File: config.mk
export PLATFORM = sky130hd
export DESIGN_NAME = hsv_color_blend
export DESIGN_NICKNAME = d
export VERILOG_FILES = /design/src/rtl/hcb_pkg.sv /design/src/rtl/hcb_rgb2hsv_prep.sv /design/src/rtl/hcb_div.sv /design/src/rtl/hsv_color_blend.sv
export VERILOG_INCLUDE_DIRS = /design/src /design/src/rtl
export SDC_FILE = /design/constraint.sdc
export NUM_CORES = 2
export LEC_CHECK = 0
export BUFFER_PORTS_ARGS = -buffer_cell sky130_fd_sc_hd__buf_2
export CORE_MARGIN = 2
export CORE_UTILIZATION = 60
export DETAILED_ROUTE_END_ITERATION = 10
export PLACE_DENSITY = 0.9
export SLEW_MARGIN = 20
export SYNTH_ARGS = -nofsm -noshare
export SYNTH_HDL_FRONTEND = slang
export SYNTH_SLANG_ARGS = --single-unit
File: constraint.sdc
create_clock -name clk -period 10.3 [get_ports clk]
set_clock_uncertainty 0.2 [all_clocks]
set_input_delay 1.545 -clock clk [delete_from_list [all_inputs] [get_ports clk]]
set_output_delay 1.545 -clock clk [all_outputs]
set_load 0.05 [all_outputs]
File: src/rtl/hsv_color_blend_defines.svh
// Assertion macros shared by the blend pipeline.
`ifndef HSV_COLOR_BLEND_DEFINES_SVH
`define HSV_COLOR_BLEND_DEFINES_SVH

// Same-cycle implication, checked on every clock edge out of reset.
`define HCB_ASSERT_IMP(name, ante, cons, msg) \
  name: assert property (@(posedge clk) disable iff (!rst_n) (ante) |-> (cons)) \
    else $error(msg);

// Next-cycle implication, checked on every clock edge out of reset.
`define HCB_ASSERT_NEXT(name, ante, cons, msg) \
  name: assert property (@(posedge clk) disable iff (!rst_n) (ante) |=> (cons)) \
    else $error(msg);

`endif

File: src/rtl/hcb_pkg.sv
package hcb_pkg;

  // Number of register stages from the input to the output register.
  localparam int unsigned NSTAGE = 9;

  // Hue sectors of sixty degrees each.
  typedef enum logic [2:0] {
    SECT_RY = 3'd0,
    SECT_YG = 3'd1,
    SECT_GC = 3'd2,
    SECT_CB = 3'd3,
    SECT_BM = 3'd4,
    SECT_MR = 3'd5
  } hcb_sector_t;

  // Per-color values that feed the two dividers.
  typedef struct packed {
    logic [7:0]  mx;
    logic [7:0]  d;
    logic [13:0] hnum;
    logic        hneg;
    logic [8:0]  hbase;
    logic [15:0] snum;
  } hcb_pre_t;

  // Data that rides alongside the divider stages.
  typedef struct packed {
    logic [7:0] mx_a;
    logic [7:0] mx_b;
    logic       hneg_a;
    logic       hneg_b;
    logic [8:0] hbase_a;
    logic [8:0] hbase_b;
    logic       gray_a;
    logic       gray_b;
    logic       black_a;
    logic       black_b;
    logic [8:0] w;
  } hcb_side_t;

  // Load enables for the two divider stages.
  typedef struct packed {
    logic s1;
    logic s2;
  } hcb_div_en_t;

  // Exact floor(x / 255) for any 16-bit x below 65280.
  function automatic logic [7:0] div255(input logic [15:0] x);
    logic [16:0] acc;
    acc = 17'(x) + 17'(x[15:8]) + 17'd1;
    return acc[15:8];
  endfunction

  // Hue from the sector base and the signed sector offset, wrapped into 0..359.
  function automatic logic [8:0] hue_fix(input logic [8:0] base, input logic neg,
                                         input logic [7:0] q, input logic gray);
    logic signed [10:0] hs;
    if (gray) begin
      return 9'd0;
    end
    hs = $signed({2'b00, base}) + (neg ? -$signed({3'b000, q}) : $signed({3'b000, q}));
    if (hs < 0) begin
      hs = hs + 11'sd360;
    end
    return hs[8:0];
  endfunction

  // Signed product (xb - xa) * w for the linear blend.
  function automatic logic signed [18:0] mix_mul(input logic [8:0] xa, input logic [8:0] xb,
                                                 input logic [8:0] w);
    logic signed [9:0]  diff;
    logic signed [19:0] prod;
    diff = $signed({1'b0, xb}) - $signed({1'b0, xa});
    prod = diff * $signed({1'b0, w});
    return 19'(prod);
  endfunction

  // xa plus the product divided by 256, truncated toward zero.
  function automatic logic [8:0] mix_fin(input logic [8:0] xa, input logic signed [18:0] prod);
    logic signed [18:0] adj;
    logic signed [18:0] sh;
    adj = prod[18] ? (prod + 19'sd255) : prod;
    sh  = adj >>> 8;
    return 9'(xa + sh[8:0]);
  endfunction

  // Sector of a hue in 0..359.
  function automatic hcb_sector_t sect_of(input logic [8:0] h);
    if (h < 9'd60) begin
      return SECT_RY;
    end else if (h < 9'd120) begin
      return SECT_YG;
    end else if (h < 9'd180) begin
      return SECT_GC;
    end else if (h < 9'd240) begin
      return SECT_CB;
    end else if (h < 9'd300) begin
      return SECT_BM;
    end
    return SECT_MR;
  endfunction

  // Start angle of a sector.
  function automatic logic [8:0] sect_base(input hcb_sector_t s);
    case (s)
      SECT_RY: return 9'd0;
      SECT_YG: return 9'd60;
      SECT_GC: return 9'd120;
      SECT_CB: return 9'd180;
      SECT_BM: return 9'd240;
      default: return 9'd300;
    endcase
  endfunction

endpackage

File: src/rtl/hcb_rgb2hsv_prep.sv
module hcb_rgb2hsv_prep (
  input  logic [23:0]      color,
  output hcb_pkg::hcb_pre_t pre
);
  import hcb_pkg::*;

  logic [7:0]        r, g, b, mx, mn;
  logic signed [8:0] diff;
  logic [7:0]        mag;

  assign r = color[23:16];
  assign g = color[15:8];
  assign b = color[7:0];

  // Max and min of the three channels.
  always_comb begin
    mx = r;
    mn = r;
    if (g > mx) mx = g;
    if (b > mx) mx = b;
    if (g < mn) mn = g;
    if (b < mn) mn = b;
  end

  // Pick the channel difference and base angle of the dominant channel.
  always_comb begin
    if (mx == r) begin
      diff      = $signed({1'b0, g}) - $signed({1'b0, b});
      pre.hbase = 9'd0;
    end else if (mx == g) begin
      diff      = $signed({1'b0, b}) - $signed({1'b0, r});
      pre.hbase = 9'd120;
    end else begin
      diff      = $signed({1'b0, r}) - $signed({1'b0, g});
      pre.hbase = 9'd240;
    end
    mag      = diff[8] ? 8'(-diff) : diff[7:0];
    pre.hneg = diff[8];
    pre.hnum = 14'(mag) * 14'd60;
    pre.mx   = mx;
    pre.d    = mx - mn;
    pre.snum = 16'(mx - mn) * 16'd255;
  end

endmodule

File: src/rtl/hcb_div.sv
module hcb_div (
  input  logic                 clk,
  input  hcb_pkg::hcb_div_en_t en,
  input  logic [15:0]          num,
  input  logic [7:0]           den,
  output logic [7:0]           q
);
  import hcb_pkg::*;

  logic [15:0] rem1_nxt, rem1_r, rem2;
  logic [7:0]  den1_r;
  logic [3:0]  qh_nxt, qh_r, ql_nxt;
  logic [7:0]  q_r;

  // Upper four quotient bits, restoring one bit at a time.
  always_comb begin
    rem1_nxt = num;
    for (int i = 7; i >= 4; i--) begin
      if (rem1_nxt >= (16'(den) << i)) begin
        rem1_nxt   = rem1_nxt - (16'(den) << i);
        qh_nxt[i-4] = 1'b1;
      end else begin
        qh_nxt[i-4] = 1'b0;
      end
    end
  end

  always_ff @(posedge clk) begin
    if (en.s1) begin
      rem1_r <= rem1_nxt;
      den1_r <= den;
      qh_r   <= qh_nxt;
    end
  end

  // Lower four quotient bits.
  always_comb begin
    rem2 = rem1_r;
    for (int i = 3; i >= 0; i--) begin
      if (rem2 >= (16'(den1_r) << i)) begin
        rem2      = rem2 - (16'(den1_r) << i);
        ql_nxt[i] = 1'b1;
      end else begin
        ql_nxt[i] = 1'b0;
      end
    end
  end

  always_ff @(posedge clk) begin
    if (en.s2) begin
      q_r <= {qh_r, ql_nxt};
    end
  end

  assign q = q_r;

endmodule

File: src/rtl/hsv_color_blend.sv
// HSV color blend, one pixel pair per clock while the output is not stalled.
// Input beat: color_a, color_b (red 23:16, green 15:8, blue 7:0) and blend,
// the weight of color_b in 256ths; values above 256 act as 256.
// Output beat: red, green and blue of the blend done in integer HSV space.
// Both channels use valid and stall; a beat moves when valid is high and
// stall is low.
// Throughput is one beat per cycle while out_stall is low; the two-stage
// restoring dividers for hue and saturation set the depth, not the rate.
// Each stage holds its data until the next stage can take it, so bubbles
// are squeezed out when the receiver stalls; in_stall rises only once every
// stage is full and out_stall is high.
// A stall loses and repeats no beat.
// Reset clears all stage valid bits; no beat is in flight afterward.
`include "hsv_color_blend_defines.svh"

module hsv_color_blend (
  input  logic        clk,
  input  logic        rst_n,
  input  logic        in_valid,
  output logic        in_stall,
  input  logic [23:0] in_color_a,
  input  logic [23:0] in_color_b,
  input  logic [8:0]  in_blend,
  output logic        out_valid,
  input  logic        out_stall,
  output logic [7:0]  out_red,
  output logic [7:0]  out_green,
  output logic [7:0]  out_blue
);
  import hcb_pkg::*;

  logic [NSTAGE-1:0] vld_r, vld_nxt, rdy;

  // Ready chain: a stage loads when empty or when its successor loads.
  always_comb begin
    rdy[NSTAGE-1] = !vld_r[NSTAGE-1] || !out_stall;
    for (int k = NSTAGE - 2; k >= 0; k--) begin
      rdy[k] = !vld_r[k] || rdy[k+1];
    end
    vld_nxt = vld_r;
    for (int k = 0; k < NSTAGE; k++) begin
      if (rdy[k]) begin
        vld_nxt[k] = (k == 0) ? in_valid : vld_r[(k == 0) ? 0 : k - 1];
      end
    end
  end

  always_ff @(posedge clk) begin
    if (!rst_n) begin
      vld_r <= '0;
    end else begin
      vld_r <= vld_nxt;
    end
  end

  assign in_stall  = !rdy[0];
  assign out_valid = vld_r[NSTAGE-1];

  // Stage 0: max, min, divider operands.
  hcb_pre_t   pre_a, pre_b, pre_a_r, pre_b_r;
  logic [8:0] w_r;

  hcb_rgb2hsv_prep u_prep_a (.color(in_color_a), .pre(pre_a));
  hcb_rgb2hsv_prep u_prep_b (.color(in_color_b), .pre(pre_b));

  always_ff @(posedge clk) begin
    if (rdy[0]) begin
      pre_a_r <= pre_a;
      pre_b_r <= pre_b;
      w_r     <= (in_blend > 9'd256) ? 9'd256 : in_blend;
    end
  end

  // Stages 1 and 2: hue and saturation dividers, side data alongside.
  hcb_div_en_t div_en;
  hcb_side_t   side_nxt, side1_r, side2_r;
  logic [7:0]  qh_a, qh_b, qs_a, qs_b;

  assign div_en.s1 = rdy[1];
  assign div_en.s2 = rdy[2];

  hcb_div u_div_ha (.clk(clk), .en(div_en), .num(16'(pre_a_r.hnum)), .den(pre_a_r.d),
                    .q(qh_a));
  hcb_div u_div_hb (.clk(clk), .en(div_en), .num(16'(pre_b_r.hnum)), .den(pre_b_r.d),
                    .q(qh_b));
  hcb_div u_div_sa (.clk(clk), .en(div_en), .num(pre_a_r.snum), .den(pre_a_r.mx),
                    .q(qs_a));
  hcb_div u_div_sb (.clk(clk), .en(div_en), .num(pre_b_r.snum), .den(pre_b_r.mx),
                    .q(qs_b));

  always_comb begin
    side_nxt.mx_a    = pre_a_r.mx;
    side_nxt.mx_b    = pre_b_r.mx;
    side_nxt.hneg_a  = pre_a_r.hneg;
    side_nxt.hneg_b  = pre_b_r.hneg;
    side_nxt.hbase_a = pre_a_r.hbase;
    side_nxt.hbase_b = pre_b_r.hbase;
    side_nxt.gray_a  = (pre_a_r.d == 8'd0);
    side_nxt.gray_b  = (pre_b_r.d == 8'd0);
    side_nxt.black_a = (pre_a_r.mx == 8'd0);
    side_nxt.black_b = (pre_b_r.mx == 8'd0);
    side_nxt.w       = w_r;
  end

  always_ff @(posedge clk) begin
    if (rdy[1]) side1_r <= side_nxt;
    if (rdy[2]) side2_r <= side1_r;
  end

  // Stage 3: finished HSV of both colors.
  logic [8:0] ha_r, hb_r, sa_r, sb_r, va_r, vb_r, w3_r;

  always_ff @(posedge clk) begin
    if (rdy[3]) begin
      ha_r <= hue_fix(side2_r.hbase_a, side2_r.hneg_a, qh_a, side2_r.gray_a);
      hb_r <= hue_fix(side2_r.hbase_b, side2_r.hneg_b, qh_b, side2_r.gray_b);
      sa_r <= side2_r.black_a ? 9'd0 : 9'(qs_a);
      sb_r <= side2_r.black_b ? 9'd0 : 9'(qs_b);
      va_r <= 9'(side2_r.mx_a);
      vb_r <= 9'(side2_r.mx_b);
      w3_r <= side2_r.w;
    end
  end

  // Stage 4: blend products.
  logic signed [18:0] ph_r, ps_r, pv_r;
  logic [8:0]         ha4_r, sa4_r, va4_r;

  always_ff @(posedge clk) begin
    if (rdy[4]) begin
      ph_r  <= mix_mul(ha_r, hb_r, w3_r);
      ps_r  <= mix_mul(sa_r, sb_r, w3_r);
      pv_r  <= mix_mul(va_r, vb_r, w3_r);
      ha4_r <= ha_r;
      sa4_r <= sa_r;
      va4_r <= va_r;
    end
  end

  // Stage 5: blended HSV, sector and scaled sector remainder.
  logic [8:0]  h5, hmod5;
  logic [9:0]  rem17;
  hcb_sector_t sec5;
  hcb_sector_t sec5_r, sec6_r, sec7_r;
  logic [7:0]  rem5_r, s5_r, v5_r;

  always_comb begin
    h5    = mix_fin(ha4_r, ph_r);
    sec5  = sect_of(h5);
    hmod5 = h5 - sect_base(sec5);
    rem17 = 10'(hmod5) * 10'd17;
  end

  always_ff @(posedge clk) begin
    if (rdy[5]) begin
      sec5_r <= sec5;
      rem5_r <= 8'(rem17 >> 2);
      s5_r   <= 8'(mix_fin(sa4_r, ps_r));
      v5_r   <= 8'(mix_fin(va4_r, pv_r));
    end
  end

  // Stage 6: first products of the sector formula.
  logic [15:0] pp6_r, sr6_r, st6_r;
  logic [7:0]  v6_r;

  always_ff @(posedge clk) begin
    if (rdy[6]) begin
      pp6_r  <= 16'(v5_r) * 16'(8'd255 - s5_r);
      sr6_r  <= 16'(s5_r) * 16'(rem5_r);
      st6_r  <= 16'(s5_r) * 16'(8'd255 - rem5_r);
      v6_r   <= v5_r;
      sec6_r <= sec5_r;
    end
  end

  // Stage 7: p, and the products behind q and t.
  logic [7:0]  p7_r, v7_r;
  logic [15:0] qf7_r, tf7_r;

  always_ff @(posedge clk) begin
    if (rdy[7]) begin
      p7_r   <= div255(pp6_r);
      qf7_r  <= 16'(v6_r) * 16'(8'd255 - div255(sr6_r));
      tf7_r  <= 16'(v6_r) * 16'(8'd255 - div255(st6_r));
      v7_r   <= v6_r;
      sec7_r <= sec6_r;
    end
  end

  // Stage 8: output register, channels picked by sector.
  logic [7:0] q8, t8, red_r, green_r, blue_r;

  assign q8 = div255(qf7_r);
  assign t8 = div255(tf7_r);

  always_ff @(posedge clk) begin
    if (rdy[8]) begin
      case (sec7_r)
        SECT_RY: begin red_r <= v7_r; green_r <= t8;   blue_r <= p7_r; end
        SECT_YG: begin red_r <= q8;   green_r <= v7_r; blue_r <= p7_r; end
        SECT_GC: begin red_r <= p7_r; green_r <= v7_r; blue_r <= t8;   end
        SECT_CB: begin red_r <= p7_r; green_r <= q8;   blue_r <= v7_r; end
        SECT_BM: begin red_r <= t8;   green_r <= p7_r; blue_r <= v7_r; end
        default: begin red_r <= v7_r; green_r <= p7_r; blue_r <= q8;   end
      endcase
    end
  end

  assign out_red   = red_r;
  assign out_green = green_r;
  assign out_blue  = blue_r;

  // The input only stalls when the whole pipe is full behind a stalled output.
  `HCB_ASSERT_IMP(a_stall_origin, in_stall, out_valid && out_stall && (&vld_r),
                  "input stalled while the pipeline has room")
  // An accepted beat always lands in the first stage.
  `HCB_ASSERT_NEXT(a_accept_lands, in_valid && !in_stall, vld_r[0],
                   "accepted beat missing from the first stage")
  // A full stage that cannot move keeps its valid bit.
  `HCB_ASSERT_NEXT(a_hold_mid, vld_r[4] && !rdy[5], vld_r[4],
                   "stage dropped a beat while blocked")

endmodule
# After elaboration in Yosys (flattened, before gate mapping)
# Cells that the tools add are included.
[word_totals] elab_cells=369 in_bits=61 reg_bits=656 out_inout_bits=26
[op_classes] n_lt_le_gt_ge=48 addsub=70 n_mux=106 multipliers=13 n_eq_ne=12 reduce_logical=30
[op_table] op="$mux 16" n=30
[op_table] op="$mux 8" n=12
[op_table] op="$mux 9" n=10
[op_table] op="$sub 8x8->9" n=9
[op_table] op="$add 16x1->16 const B" n=5
[op_table] op="$add 16x8->16" n=5
[op_table] op="$pmux 8 s3" n=3
[op_table] op="$ge 16x10->1" n=4
[op_table] op="$ge 16x11->1" n=4
[op_table] op="$ge 16x12->1" n=4
[op_table] op="$ge 16x13->1" n=4
[op_table] op="$ge 16x14->1" n=4
[op_table] op="$ge 16x8->1" n=4
[op_table] op="$ge 16x9->1" n=4
[op_table] op="$mul 9x9->16" n=4
[op_table] op="$sub 16x10->16" n=4
[op_table] op="$sub 16x11->16" n=4
[op_table] op="$sub 16x12->16" n=4
[op_table] op="$sub 16x13->16" n=4
[op_table] op="$sub 16x14->16" n=4
[op_table] op="$sub 16x9->16" n=4
[op_table] op="$pmux 9 s5" n=1
[op_table] op="$mux 1" n=41
[op_table] op="$mul 10x10->19" n=2
[op_table] op="other kinds (41)" n=105

# Depth between registers and ports, before layout
[logic_depth] depth_word=14 depth_mapped=52 depth_no_buf=47

# Hierarchy
# From an unflattened synthesis, not the netlist that was laid out.
[hier_totals] hier_cells=7762 hier_area_um2=75262.2
[modules_own_cells] mod="hsv_color_blend" cells_per_inst=3904 area_per_inst_um2=43111.3 seq_area_each_um2=15675.0 n_inst=1
[modules_own_cells] mod="hcb_div" cells_per_inst=597 area_per_inst_um2=5122.4 seq_area_each_um2=1081.0 n_inst=4
[modules_own_cells] mod="hcb_rgb2hsv_prep at u_prep_b" cells_per_inst=748 area_per_inst_um2=5895.7 seq_area_each_um2=0.0 n_inst=1
[modules_own_cells] mod="hcb_rgb2hsv_prep at u_prep_a" cells_per_inst=722 area_per_inst_um2=5765.5 seq_area_each_um2=0.0 n_inst=1

# Worst setup path after synthesis
# Ideal clock, no wire load.
[synth_path] kind="input to register" startpoint="in in_color_b[9]" endpoint="reg pre_b_r[15] (netlist name), data pin" slack_ns=-0.856 stages=45 t_required_ns=9.841 path_buffers=4 t_arrival_ns=10.696 setup_time_ns=0.259 path_cell_list="inv_1 -> ha_1 -> nor2b_1 -> o21ai_0 -> a21boi_0 -> o21a_1 -> o21ai_0 -> a21o_1 -> clkbuf_1 -> clkbuf_1 -> mux2i_1 -> ha_1 -> a21o_1 -> a21oi_1 -> nand3b_1 -> nand2_1 -> clkbuf_1 -> clkbuf_1 -> (+9 left out) -> a21o_1 -> a21o_1 -> xnor2_1 -> inv_1 -> fa_1 -> fa_1 -> fa_1 -> inv_1 -> fa_1 -> inv_1 -> ha_1 -> inv_1 -> o21ai_0 -> a21oi_1 -> o21bai_1 -> a21o_1 -> a21oi_1 -> xnor2_1"
[synth_lines] item="from (decl)" line_no="hsv_color_blend.sv:22" rtl="input logic [23:0] in_color_b,"
[synth_lines] item="to (signal assigned)" line_no="hsv_color_blend.sv:69" rtl="pre_b_r <= pre_b;"
[synth_lines] item="to (decl)" line_no="hsv_color_blend.sv:60" rtl="hcb_pre_t pre_a, pre_b, pre_a_r, pre_b_r;"

# Worst setup path in the final report
[layout_path] startpoint="reg pre_b_r[41] (netlist name)" endpoint="reg u_div_hb.rem1_r[10], data pin"
[layout_between] elab_chain_cells=8 elab_cells_between_ends=12 classes_between="add/sub (4); order compare (4); mux (4)"
[layout_rtl] item="$sub 14x15->16 or $ge 14x15->1 (tied branches)" line_no="hcb_div.sv:20, hcb_div.sv:19"
[layout_rtl] item="$mux 16" line_no="hcb_div.sv:19" rtl="if (rem1_nxt >= (16'(den) << i)) begin"
[layout_rtl] item="$sub 16x14->16 or $ge 16x14->1 (tied branches)" line_no="hcb_div.sv:20, hcb_div.sv:19"
[layout_rtl] item="$mux 16" line_no="hcb_div.sv:19"
[layout_rtl] item="$sub 16x13->16 or $ge 16x13->1 (tied branches)" line_no="hcb_div.sv:20, hcb_div.sv:19"
[layout_rtl] item="$mux 16" line_no="hcb_div.sv:19"
[layout_rtl] item="$sub 16x12->16 or $ge 16x12->1 (tied branches)" line_no="hcb_div.sv:20, hcb_div.sv:19"
[layout_rtl] item="$mux 16 *" line_no="hcb_div.sv:19"
[layout_rtl] item="net u_div_hb.rem1_nxt[10]" line_no="hcb_div.sv:10" rtl="logic [15:0] rem1_nxt, rem1_r, rem2;"
[layout_rtl] item="to (signal assigned)" line_no="hcb_div.sv:30" rtl="rem1_r <= rem1_nxt;"
[layout_rtl] item="to (decl)" line_no="hcb_div.sv:10"
# Mark *: on every way through the listed nets, which the timed path passes. The rest lies on a longest branch.
# A chain may end at the register's enable or synchronous reset.

==> metrics.md <==
| Metric | Value |
|---|---|
| IO Pins | `87` |
| Post-synthesis async set-or-reset flop share | `0` |
| CTS Buffer Depth | `3` |
| Gr usage total | `0.280` |
| CTS tree | `done` |
| Count leader, synth | `inv_1` |
| Area growth syn-to-layout | `8.77%` |
| Hold Slack | `0.203 ns` |
| Die Ht | `341 um` |
| Yosys top cell area share | `0.262` |
| Initial core utilization | `0.605` |
| Initial antenna violation count | `0` |
| Mux share of post-synthesis cell area | `0.0288` |
| Layout cell share with drive strength beyond 1 | `0.0818` |
| NumNets Final | `8714` |
| Simple logic cell fraction of the synthesized area | `0.130` |
| Row count | `123` |
| Design area | `74200 um2` |
| Post-Syn Nets | `8485` |
| Area after DPL | `71400 um2` |
| First-pass GRT wire length | `268 mm` |
| Cells after Synth | `7024` |
| Critical path class | `flop to flop` |
| Ys Warns | `0` |
| 1st-pass router iterations | `10` |
| Die width | `341 um` |
| CP Launch Type | `flop` |
| Post-DRT Antenna Nets | `0` |
| Synth cell types | `104` |
| Synth Area in Compound Gates | `0.122` |
| Root buf cell | `clkbuf_16` |
| Synthesized cell area | `68200 um2` |
| Global placer's final weighted congestion | `0.966` |
| Clk Latency, worst-skew pair | `0.68 ns` |
| Status | `completed` |
| Data arrival, critical path | `10.06 ns` |
| Seq/Total Area, Yosys | `0.265` |
| Vias/cell | `5.97` |
| Diode count | `0` |
| Remaining routing DRC violations | `0` |
| CP Capture Type | `flop` |
| DIE AREA | `116000 um2` |
| Critical Path RT | `10.49 ns` |
| Syn Area/Cell | `9.71 um2` |
| Slowest cell on crit path | `edfxtp_1` |
| Final core utilization | `0.658` |
| Slew HR | `0.269` |
| Tightest Pin Transition | `1.09 ns` |
| GRT overflow | `0` |
| Largest net degree at the start of global routing | `78` |
| H-tree depth | `3` |
| Max incr delay on CP | `0.46 ns` |
| Final worst-path cycle share | `0.958` |
| Post-synth EDFFs | `596` |
| Placed Cells | `8654` |
| Final HPWL DP | `124 mm` |
| Setup violators final | `0` |
| Via count | `52595` |
| Routed len/inst | `18.6 um` |
| Hold Fails Final Rpt | `0` |
| Max Slew Vio Count | `0` |
| Synth area leaders | `edfxtp_1 26%, ha_1 16%, fa_1 16%` |
| Vias in the first global route | `55191` |
| Largest family of logic cells by synthesized area | `adder cells` |
| Clock sink count | `605` |
| Area of the core | `113000 um2` |
| IO buf count | `86` |
| Predominant post-synthesis flop cell | `edfxtp_1` |
| Clock slew at reported path FFs | `0.06 ns` |
| Post-synth top cells | `1132 x inv_1, 869 x ha_1, 596 x edfxtp_1, 531 x fa_1, 464 x nand2_1` |
| Initial DRC count | `4303` |
| CTS buffer count | `71` |
| Post-synthesis adder-cell area fraction | `0.316` |
| Max-Cap Viols | `0` |
| Hold Crit Class | `flop to flop` |
| FMAX | `0.101 GHz` |
| Post-synthesis xor/xnor area fraction | `0.0690` |
| Yosys top cell by area | `edfxtp_1` |
| Synth Register Bits | `605` |
| CP max FO | `14` |
| Non-Filler Instances | `8809` |
| Min cycle time layout | `9.87 ns` |
| WL final | `164 mm` |
state kept, by name, indices dropped and copies added (netlist names), 17 cells and up:
register  count
ph_r         18
pre_a_r      47
pre_b_r      47
side1_r      21
ps_r         17
pv_r         17
side2_r      37
critical path, delay by kind of cell, from the launching register on:
family	cells	cell delay [ns]
AO/OA/AOI/OAI	23	4.66
multiplexers	4	1.33
adder cells (fa/ha/maj)	4	1.21
AND/OR/NAND/NOR	7	1.10
buffers and inverters	4	0.66
flip-flops	1	0.46
logic make-up after synthesis:
kind of cell,Yosys count
DFF,605
muxes,181
and+or+nand+nor,1717
AOI/OAI and AO/OA,1320
adders and majority gates,1402
buffers and inverters,1262
xor gates and xnor gates,537
layout make-up:
class                      instances  area [um2]
clock buffer                      84        1830
clock inverter                    45         569
fill                            7926       38500
inverter                        1136        4270
multi-input combinational       5157       45600
sequential                       605       18100
tap                             1500        1880
timing repair buffer             282        1930
worst paths after layout:
check | from | end | slack [ns] | cells past startpoint
worst max-delay path | pre_b_r[41] | u_div_hb.rem1_r[10] | 0.43 | 42
worst min-delay path | u_div_hb.qh_r[3] | u_div_hb.q[7] | 0.20 | 0
worst max register to register | pre_b_r[41] | u_div_hb.rem1_r[10] | 0.43 | 42
worst min register to register | u_div_hb.qh_r[3] | u_div_hb.q[7] | 0.20 | 0
layout by cell type (no fill, tap or decap), types with 33 or more instances in the layout:
master     netlist  final
nand4_1         66     66
nand2b_1       132    132
mux2i_1         81     77
o21ai_0        250    231
nor2_1         310    307
xor2_1         160    157
buf_4            3    192
clkbuf_16        0     71
o21bai_1       133    133
xnor2_1        377    375
nor2b_1        196    194
o21a_1          53     53
a21boi_0        38     33
nor3_1          68     64
fa_1           531    530
edfxtp_1       596    596
ha_1           869    869
buf_2            8     86
inv_1         1132   1122
mux2_2          87     87
a21o_1         140    139
nand3_1         77     76
a21oi_1        462    453
and2_1         256    255
nand2_1        464    459
timing repair:
action,in CTS,in global routing
gates resized for setup,6,63
pin swaps,1,16
buffers inserted,3,23
endpoints found under the setup margin,11,50
hold buffers,0,0
through the flow:
step                setup WS, ns  setup TNS [ns]
floorplan               -0.00120        -0.00120
global placement          0.0110               0
detailed placement        -0.189           -1.34
CTS                      -0.0754         -0.0754
global route             -0.0751          -0.591
finish                     0.428               0
routing by layer:
metal / up-vias / track usage / part of all wire
met1: 25495 / 0.330 / 0.38
met3: 611 / 0.0391 / 0.067
met4: 0 / 0.141 / 0.052
met5: - / 0 / 0
met2: 2222 / 0.499 / 0.50
li1: 24267 / - / -
Power is not shown: default switching activity piles up to over one toggle a cycle in this logic, so the estimate is an artifact.
